$ cat config.mk
export PLATFORM = sky130hd
export DESIGN_NAME = json_string_escaper_unit
export DESIGN_NICKNAME = d
export VERILOG_FILES = /design/src/sv/jse_pkg.sv /design/src/sv/jse_front.sv /design/src/sv/jse_queue.sv /design/src/sv/jse_back.sv /design/src/sv/json_string_escaper_unit.sv
export SDC_FILE = /design/constraint.sdc
export NUM_CORES = 1
export LEC_CHECK = 0
export ABC_AREA = 0
export BUFFER_PORTS_ARGS = -buffer_cell sky130_fd_sc_hd__buf_2
export CAP_MARGIN = 20
export CELL_PAD_IN_SITES_DETAIL_PLACEMENT = 1
export CELL_PAD_IN_SITES_GLOBAL_PLACEMENT = 2
export CORE_ASPECT_RATIO = 0.75
export CORE_MARGIN = 4
export CORE_UTILIZATION = 40
export DETAILED_ROUTE_END_ITERATION = 10
export PLACE_DENSITY_LB_ADDON = 0.1
export SYNTH_ARGS = -nofsm -noshare
export SYNTH_HDL_FRONTEND = slang
export SYNTH_SLANG_ARGS = --single-unit
$ cat constraint.sdc
create_clock -name clock -period 15.7 [get_ports clock]
set_input_delay 3.14 -clock clock [delete_from_list [all_inputs] [get_ports clock]]
set_output_delay 3.14 -clock clock [all_outputs]
set_load 0.02 [all_outputs]
$ cat src/sv/jse_pkg.sv
// Shared types, constants and helper functions for the JSON string escaper.
// Used by jse_front, jse_queue, jse_back and json_string_escaper_unit.
package jse_pkg;

   localparam int QUEUE_DEPTH = 2;

   localparam logic [15:0] QUOTE_UNIT  = 16'h0022;
   localparam logic [15:0] BSLASH_UNIT = 16'h005c;
   localparam logic [15:0] COLON_UNIT  = 16'h003a;
   localparam logic [15:0] DEL_UNIT    = 16'h007f;
   localparam logic [15:0] SPACE_UNIT  = 16'h0020;
   localparam logic [15:0] U_UNIT      = 16'h0075;
   localparam logic [15:0] ZERO_UNIT   = 16'h0030;

   localparam logic [1:0] KIND_NONE  = 2'd0;
   localparam logic [1:0] KIND_PLAIN = 2'd1;
   localparam logic [1:0] KIND_SHORT = 2'd2;
   localparam logic [1:0] KIND_LONG  = 2'd3;

   typedef struct packed {
      logic [15:0] code_unit;
      logic        has_unit;
      logic        first_of_string;
      logic        last_of_string;
      logic        add_colon;
   } req_payload_type;

   typedef struct packed {
      logic [15:0] out_unit;
      logic        run_end;
   } rsp_payload_type;

   typedef struct packed {
      logic [15:0] code_unit;
      logic [1:0]  kind;
      logic        first;
      logic        last;
      logic        colon;
      logic [3:0]  count;
   } entry_type;

   typedef struct packed {
      logic      push;
      entry_type entry;
   } push_type;

   function automatic logic [15:0] short_second(input logic [15:0] u);
      logic [15:0] s;
      s = 16'h0000;
      case (u)
         16'h0008: s = 16'h0062;
         16'h0009: s = 16'h0074;
         16'h000a: s = 16'h006e;
         16'h000c: s = 16'h0066;
         16'h000d: s = 16'h0072;
         BSLASH_UNIT: s = BSLASH_UNIT;
         QUOTE_UNIT: s = QUOTE_UNIT;
         default: s = 16'h0000;
      endcase
      return s;
   endfunction

   function automatic logic [15:0] hex_char(input logic [3:0] n);
      logic [15:0] c;
      if (n < 4'd10) begin
         c = ZERO_UNIT + {12'd0, n};
      end else begin
         c = 16'h0057 + {12'd0, n};
      end
      return c;
   endfunction

   function automatic logic [2:0] esc_len(input logic [1:0] kind);
      logic [2:0] l;
      case (kind)
         KIND_PLAIN: l = 3'd1;
         KIND_SHORT: l = 3'd2;
         KIND_LONG: l = 3'd6;
         default: l = 3'd0;
      endcase
      return l;
   endfunction

endpackage

$ cat src/sv/jse_front.sv
// Front end: accepts input items, classifies the escape and counts output units.
// Depends on jse_pkg; feeds jse_queue.
module jse_front (
   input  logic                     req_valid,
   input  jse_pkg::req_payload_type req_data,
   input  logic                     queue_full,
   output logic                     req_stall,
   output jse_pkg::push_type        push_out
);

   logic [1:0] kind;
   logic [3:0] count;

   always_comb begin
      if (!req_data.has_unit) begin
         kind = jse_pkg::KIND_NONE;
      end else if (jse_pkg::short_second(req_data.code_unit) != 16'h0000) begin
         kind = jse_pkg::KIND_SHORT;
      end else if (req_data.code_unit < jse_pkg::SPACE_UNIT ||
                   req_data.code_unit == jse_pkg::DEL_UNIT) begin
         kind = jse_pkg::KIND_LONG;
      end else begin
         kind = jse_pkg::KIND_PLAIN;
      end
   end

   assign count = {3'd0, req_data.first_of_string} + {1'b0, jse_pkg::esc_len(kind)}
                + {3'd0, req_data.last_of_string}
                + {3'd0, req_data.last_of_string & req_data.add_colon};

   assign req_stall = queue_full;

   always_comb begin
      push_out.push            = req_valid && !queue_full && count != 4'd0;
      push_out.entry.code_unit = req_data.code_unit;
      push_out.entry.kind      = kind;
      push_out.entry.first     = req_data.first_of_string;
      push_out.entry.last      = req_data.last_of_string;
      push_out.entry.colon     = req_data.add_colon;
      push_out.entry.count     = count;
   end

endmodule

$ cat src/sv/jse_queue.sv
// Short queue of classified items between front and back ends.
// Depends on jse_pkg.
module jse_queue #(
   parameter int DEPTH = jse_pkg::QUEUE_DEPTH
) (
   input  logic                clock,
   input  logic                reset,
   input  jse_pkg::push_type   push_in,
   input  logic                pop,
   output logic                full,
   output logic                not_empty,
   output jse_pkg::entry_type  head
);

   localparam int PW = (DEPTH > 1) ? $clog2(DEPTH) : 1;
   localparam int CW = $clog2(DEPTH + 1);
   localparam logic [PW-1:0] LAST_PTR = PW'(DEPTH - 1);
   localparam logic [CW-1:0] FULL_COUNT = CW'(DEPTH);

   jse_pkg::entry_type slot_ff [DEPTH];
   logic [PW-1:0] wr_ptr_ff, wr_ptr_in;
   logic [PW-1:0] rd_ptr_ff, rd_ptr_in;
   logic [CW-1:0] count_ff, count_in;

   assign full      = count_ff == FULL_COUNT;
   assign not_empty = count_ff != '0;
   assign head      = slot_ff[rd_ptr_ff];

   always_comb begin
      wr_ptr_in = wr_ptr_ff;
      rd_ptr_in = rd_ptr_ff;
      count_in  = count_ff;
      if (push_in.push) begin
         wr_ptr_in = (wr_ptr_ff == LAST_PTR) ? '0 : wr_ptr_ff + 1'b1;
      end
      if (pop) begin
         rd_ptr_in = (rd_ptr_ff == LAST_PTR) ? '0 : rd_ptr_ff + 1'b1;
      end
      if (push_in.push && !pop) begin
         count_in = count_ff + 1'b1;
      end else if (pop && !push_in.push) begin
         count_in = count_ff - 1'b1;
      end
   end

   always_ff @(posedge clock) begin
      if (reset) begin
         wr_ptr_ff <= '0;
         rd_ptr_ff <= '0;
         count_ff  <= '0;
      end else begin
         wr_ptr_ff <= wr_ptr_in;
         rd_ptr_ff <= rd_ptr_in;
         count_ff  <= count_in;
      end
   end

   always_ff @(posedge clock) begin
      if (push_in.push) begin
         slot_ff[wr_ptr_ff] <= push_in.entry;
      end
   end

endmodule

$ cat src/sv/jse_back.sv
// Back end: steps through each queued item's output units into an output register.
// Depends on jse_pkg; reads the head of jse_queue.
module jse_back (
   input  logic                     clock,
   input  logic                     reset,
   input  logic                     head_valid,
   input  jse_pkg::entry_type       head,
   output logic                     pop,
   output logic                     rsp_valid,
   output jse_pkg::rsp_payload_type rsp_data,
   input  logic                     rsp_stall
);

   logic [3:0] pos_ff, pos_in;
   logic       valid_ff, valid_in;
   jse_pkg::rsp_payload_type data_ff, data_in;

   logic       emit;
   logic       done;
   logic [3:0] idx;
   logic [3:0] elen;
   logic [15:0] unit;

   assign emit = head_valid && (!valid_ff || !rsp_stall);
   assign done = pos_ff == head.count - 4'd1;
   assign pop  = emit && done;
   assign idx  = pos_ff - {3'd0, head.first};
   assign elen = {1'b0, jse_pkg::esc_len(head.kind)};

   always_comb begin
      if (head.first && pos_ff == 4'd0) begin
         unit = jse_pkg::QUOTE_UNIT;
      end else if (idx < elen) begin
         case (head.kind)
            jse_pkg::KIND_SHORT: begin
               unit = (idx == 4'd0) ? jse_pkg::BSLASH_UNIT
                                    : jse_pkg::short_second(head.code_unit);
            end
            jse_pkg::KIND_LONG: begin
               case (idx[2:0])
                  3'd0: unit = jse_pkg::BSLASH_UNIT;
                  3'd1: unit = jse_pkg::U_UNIT;
                  3'd2, 3'd3: unit = jse_pkg::ZERO_UNIT;
                  3'd4: unit = jse_pkg::hex_char(head.code_unit[7:4]);
                  default: unit = jse_pkg::hex_char(head.code_unit[3:0]);
               endcase
            end
            default: unit = head.code_unit;
         endcase
      end else if (idx == elen) begin
         unit = jse_pkg::QUOTE_UNIT;
      end else begin
         unit = jse_pkg::COLON_UNIT;
      end
   end

   always_comb begin
      pos_in   = pos_ff;
      valid_in = valid_ff;
      data_in  = data_ff;
      if (emit) begin
         pos_in           = done ? 4'd0 : pos_ff + 4'd1;
         valid_in         = 1'b1;
         data_in.out_unit = unit;
         data_in.run_end  = done;
      end else if (!rsp_stall) begin
         valid_in = 1'b0;
      end
   end

   always_ff @(posedge clock) begin
      if (reset) begin
         pos_ff   <= '0;
         valid_ff <= 1'b0;
      end else begin
         pos_ff   <= pos_in;
         valid_ff <= valid_in;
      end
   end

   always_ff @(posedge clock) begin
      data_ff <= data_in;
   end

   assign rsp_valid = valid_ff;
   assign rsp_data  = data_ff;

endmodule

$ cat src/sv/json_string_escaper_unit.sv
// JSON string escaper top level: front classifier, item queue and unit emitter.
// Depends on jse_pkg, jse_front, jse_queue and jse_back.
//
// Takes a UTF-16 string one code unit per item and emits its JSON-quoted form,
// one output unit per cycle while rsp_stall is low: opening quote, the unit or
// its escape (1, 2 or 6 units), closing quote and optional colon; run_end marks
// the last unit of an item. An item produces 1 to 9 units, one at a time through
// the single output register of the emitter; an item that produces nothing is
// still accepted and is dropped at the front. Plain units flow at one per cycle
// while rsp_stall is low. Each unit passes through the emitter's output register.
// The queue of QUEUE_DEPTH classified items lets input be taken while an escape
// sequence is still being emitted.
module json_string_escaper_unit #(
   parameter int QUEUE_DEPTH = jse_pkg::QUEUE_DEPTH
) (
   input  logic                     clock,
   input  logic                     reset,
   input  logic                     req_valid,
   input  jse_pkg::req_payload_type req_data,
   output logic                     req_stall,
   output logic                     rsp_valid,
   output jse_pkg::rsp_payload_type rsp_data,
   input  logic                     rsp_stall
);

   jse_pkg::push_type  push;
   jse_pkg::entry_type head;
   logic               full;
   logic               not_empty;
   logic               pop;

   jse_front u_front (
      .req_valid  (req_valid),
      .req_data   (req_data),
      .queue_full (full),
      .req_stall  (req_stall),
      .push_out   (push)
   );

   jse_queue #(
      .DEPTH (QUEUE_DEPTH)
   ) u_queue (
      .clock     (clock),
      .reset     (reset),
      .push_in   (push),
      .pop       (pop),
      .full      (full),
      .not_empty (not_empty),
      .head      (head)
   );

   jse_back u_back (
      .clock      (clock),
      .reset      (reset),
      .head_valid (not_empty),
      .head       (head),
      .pop        (pop),
      .rsp_valid  (rsp_valid),
      .rsp_data   (rsp_data),
      .rsp_stall  (rsp_stall)
   );

endmodule

### After elaboration in Yosys (flattened, before gate mapping)

Memories as Yosys holds them, arrays and structs flattened. A register that Yosys moved wholly into a read port is not among the register bits.
Cells that the tools add are included.

* register bits: 26
* output and inout port bits: 19
* memories: 1
* bits in latches: 0
* logic and storage cells: 104
* memory bits (writable): 50
* bits of input ports: 24
* bits in read-only memories: 0

Memory list
* u_queue.slot_ff: depth 2, width 25, read ports 1, clocked after memory_dff 1, write ports 1, RTL line jse_queue.sv:20 `jse_pkg::entry_type slot_ff [DEPTH];`

* mux-type cells: 26
* $mul: 0
* reduce and logical (&&, ||, !) cells: 22
* order comparisons: 4
* add/sub/neg operators: 14
* shifts and indexed selects: 0
* equal/unequal tests: 29
* bitwise gates (word level): 1
* divide/modulo/power cells: 0

Operator list (number)
* equality test 16 x 4 -> 1 bit (second input constant): 10
* one-hot mux 7 bit (7 select lines): 2
* two-way mux 16 bit: 4
* one-hot mux 16 bit (4 select lines): 1
* equality test 16 x 7 -> 1 bit (second input constant): 3
* equality test 16 x 6 -> 1 bit (second input constant): 2
* one-hot mux 16 bit (2 select lines): 1
* one-hot mux 3 bit (3 select lines): 2
* adder 7 x 4 -> 8 bit (first input constant): 2
* < comparator 16 x 6 -> 1 bit (second input constant): 1
* nonzero test 16 bit: 1
* adder 6 x 4 -> 7 bit (first input constant): 2
* equality test 2 bit (second input constant): 5
* two-way mux 2 bit: 5
* adder 4 x 1 -> 4 bit: 2
* logical NOT 4 bit: 2
* < comparator 4 bit (second input constant): 2
* two-way mux 1 bit: 8
* logical AND 1 bit: 7
* two-way mux 7 bit: 1
* equality test 3 x 2 -> 1 bit (second input constant): 2
* logical NOT 1 bit: 5
* two-way mux 5 bit: 1
* adder 1 x 3 -> 4 bit: 1
* other kinds (20): 24

### Longest topological paths before layout

* depth in word-level cells: 17
* mapped depth: 17
* depth with buffers taken out: 17

### Modules after synthesis

From an unflattened synthesis, not the netlist that was laid out.

* cell total of the unflattened synthesis: 373
* area, all modules: 4383.0 um^2

By module, submodules not included
* jse_queue: sequential area each 1601.5 um^2, cells each 100, area each 2013.2 um^2, times used 1
* jse_back: sequential area each 610.6 um^2, cells each 214, area each 1904.3 um^2, times used 1
* jse_front: sequential area each 0.0 um^2, cells each 59, area each 465.4 um^2, times used 1

### Worst setup path before layout

No wires, ideal clock.

* path type: input to register
* start: input port req_data[8] (netlist bit)
* end: memory u_queue.slot_ff[0][0] (netlist bit), enable pin
* cell stages on the path: 13
* setup time: 0.461 ns
* data arrival time: 7.659 ns
* setup slack: 7.580 ns
* data required time: 15.239 ns
* buffers on the path: 0
* cell sequence: nand3_1 > a2bb2oi_1 > o31ai_1 > a21boi_0 > nand2_1 > fa_1 > inv_1 > ha_1 > fa_1 > nor2_1 > nand3_1 > nor3_2 > nor4_1

RTL lines
* start: declaration: RTL line json_string_escaper_unit.sv:19 `input jse_pkg::req_payload_type req_data,`
* end: declaration: RTL line jse_queue.sv:20

==> impl_metrics.yaml <==
cts:
  cts_hold_buf: 0
  cts_setup_buffers: 0
  clock_latency_ps: 330
  cts_made_buffers: 9
  cts.reportedPaths.clkPinSlew_ps: 60
  cts_max_level: 3
  cts_tree: "done"
  ctsRootBufferMaster: "clkbuf_16"
  clockBufferDepth: 2
  cts_sinks: 73
  cts_resized: 0
synthesis:
  postSynthNetCount: 388
  syn_area_mm2: 0.00394
  ys_seq_elements: 73
  synthXorXnorAreaFrac_pct: 3.56
  ys_seq_area_share_pct: 53.1
  synth-edff-count: 63
  synth-simple-area-share_pct: 14.6
  synthFlopType: "edfxtp_1"
  synth.avg_cell_area_um2: 11.5
  synth_compound_area_share_pct: 11.7
  ys.warnings.count: 0
  yosys.cell_types.count: 57
  synthMuxAreaShare_pct: 7.18
  synthAdderAreaFrac_pct: 7.05
  synth_cells: 343
  async_flop_share_pct: 0
  synth_top_family_by_area: "simple AND/OR/NAND/NOR gates"
setup_path:
  critPathMaxFanout: 23
  crit_type: "input port to register"
  cp-end-kind: "register"
  worstRegToRegCells: 11
  r2r_slack_ps: 12010
  cp.required_ps: 15650
  worst_r2r_endpoint: "u_back.rsp_data[5]"
  cp-start-kind: "input port"
  critPathArrivalTime_ps: 6930
timing:
  setup_viol: 0
  max_slew_margin_pct: 29.1
  final.setup.tns_ps: 0
  finalCriticalPeriod_ps: 6980
  hold_violations: 0
  drv_slew: 0
  worst_pin_slew_ps: 1060
  setup_slack_ps: 8720
  finClkSkew_ps: 4.83
  fmax_mhz: 143
  rsz0062_at_grt: "false"
  post-route-period-util_pct: 44.5
detailed_routing:
  vias: 2767
  drt_iter0_drc: 164
  wl_per_cell_um: 16.9
  drc: 0
  drtAntennaViolNets: 0
  drt_wl_total_mm: 8.94
  viasPerCell: 5.22
  drt_first_pass_iters: 4
global_route:
  grt_pass1_wl_mm: 14.8
  antenna_found_initial: 0
  overflow: 0
  track_usage_pct: 17.0
  grt_max_degree: 44
  grt_pass1_vias: 2849
finish:
  fin_util_pct: 47.8
  multiInputGateArea_mm2: 0.00175
  diodes: 0
  stdcell_area_mm2: 0.00460
  finalNonFillerCells: 530
  drive_gt1_share_pct: 19.6
  register_area_mm2: 0.00209
  area_delta_synth_final_pct: 16.7
  fill_cells: 1063
  final_nets: 438
power_and_ir_drop:
  comb_power_share_pct: 35.8
  cellPowerDensity_mw_per_mm2: 162
  intPower_uw: 470
  power.share.sequential_pct: 38.9
  netSwitchingFraction_pct: 36.9
  p_leak_uw: 0.00168
  p_clk_share_pct: 25.3
  switching_power_uw: 275
  ir_drop_mv: 0.0814
min_path:
  worstHoldPathType: "register to register"
  hold_end: "u_back.rsp_valid"
  holdPathStages: 2
  min_from: "u_back.rsp_valid"
flow_run:
  cap_violations: 0
floorplanning:
  num_rows: 31
  die_y_um: 94.0
  start_util_pct: 41.0
  fp.dieW_um: 123
  coreArea_mm2: 0.00962
  die_area_mm2: 0.0115
  io_pins: 43
placed_design:
  placed_cell_area_mm2: 0.00432
  portBuffers: 42
  placedCellCount: 514
  pre_cts_ws_ps: 8250
  dp_hpwl_mm: 6.99
  gp_congestion: 0.816
outcome:
  status: "complete, no violations"
==> cell families after synthesis <==
group,after synthesis
AND/OR/NAND/NOR,113
flip-flops,73
AO/OA/AOI/OAI,67
multiplexers,27
buffers and inverters,26
adder cells (fa/ha/maj),21
XOR/XNOR,16
==> metrics by stage <==
step	power, uW	hold WS (ps)
2_1_floorplan	478	461
3_3_place_gp	556	462
3_5_place_dp	562	471
4_1_cts	754	480
5_1_grt	799	497
6_report	746	479
==> Yosys cell counts (6+ instances only) <==
| cell | instances | area (um^2) |
|---|---|---|
| nor4_1 | 6 | 37.5 |
| dfxtp_1 | 10 | 200 |
| inv_1 | 18 | 67.6 |
| mux2_2 | 6 | 67.6 |
| xnor2_1 | 8 | 70.1 |
| xor2_1 | 8 | 70.1 |
| mux2i_1 | 20 | 200 |
| nand3_1 | 11 | 55.1 |
| o21ai_0 | 14 | 70.1 |
| edfxtp_1 | 63 | 1890 |
| nor2_1 | 32 | 120 |
| nand2b_1 | 6 | 37.5 |
| a21oi_1 | 17 | 85.1 |
| nor3_1 | 6 | 30.0 |
| ha_1 | 19 | 238 |
| nand2_1 | 22 | 82.6 |
==> critical path: stages <==
cell and delay, ps:
buf_2 140, nand3_1 120, a2bb2oi_1 230, o31ai_1 120, a21boi_0 330, nand2_1 120
fa_1 500, inv_1 40, ha_1 220, fa_1 630, nor2_1 80, nand3_1 100
nor3_2 60, nor3_2 220, and2_1 880
==> layout make-up <==
| cell class | count | area share [%] |
|---|---|---|
| tap | 132 | 3.59 |
| multi-input combinational | 244 | 38.1 |
| timing repair buffer | 45 | 5.06 |
| sequential | 73 | 45.5 |
| inverter | 20 | 1.69 |
| clock buffer | 9 | 4.90 |
| clock inverter | 7 | 1.17 |
==> cell usage in the layout, fill, tap and decap left out, drive strengths merged, types with 2 or more instances in the layout <==
cell type,instances
mux2,7
a21o,4
buf,45
o32ai,2
nor3b,2
nand4,3
o21ai,19
edfxtp,63
or4,2
xnor2,8
a21boi,2
inv,22
ha,19
o22ai,2
a31oi,4
fa,2
a211oi,4
nand2,22
nand3,11
nor2,33
clkbuf,9
nor2b,4
nor4,6
or3,3
a32oi,2
and4,3
nor3,8
mux2i,20
nand2b,6
xor2,8
and2,5
clkinvlp,2
clkinv,3
a21oi,17
dfxtp,10
and3,2
==> flip-flops by register name, summed over array words and instances (netlist names), named ones only <==
register           flops
u_queue.slot_ff       46
u_back.rsp_data       17
u_back.pos_ff          4
u_queue.count_ff       2
u_back.rsp_valid       1
u_queue.rd_ptr_ff      1
u_queue.wr_ptr_ff      1
==> power by group through the flow <==
stage               sequential (uW)  combinational (uW)  clock, uW
finish                          290                 267        189
global route                    295                 300        204
CTS                             291                 270        193
detailed placement              295                 267          0
global placement                292                 264          0
floorplan                       320                 158          0
==> metal layers <==
metal	part of all wire (%)	track usage (%)	vias up
met4	0.85	4.38	0
met3	4.1	4.76	7
li1	-	-	1379
met5	0	0	-
met2	42	24.5	51
met1	53	24.9	1330
==> worst max-delay path by stage <==
stage | start | end | slack [ps] | cells past startpoint
3_3_place_gp | req_data[10] | u_queue.slot_ff[1][20] | 8480 | 15
2_1_floorplan | req_data[8] | u_queue.slot_ff[0][0] | 7580 | 13
6_report | req_data[10] | u_queue.slot_ff[1][13] | 8720 | 15
3_5_place_dp | req_data[10] | u_queue.slot_ff[1][8] | 8250 | 15
4_1_cts | req_data[10] | u_queue.slot_ff[1][13] | 8630 | 15
5_1_grt | req_data[10] | u_queue.slot_ff[1][6] | 8360 | 15
(Power assumes the default switching activity.)
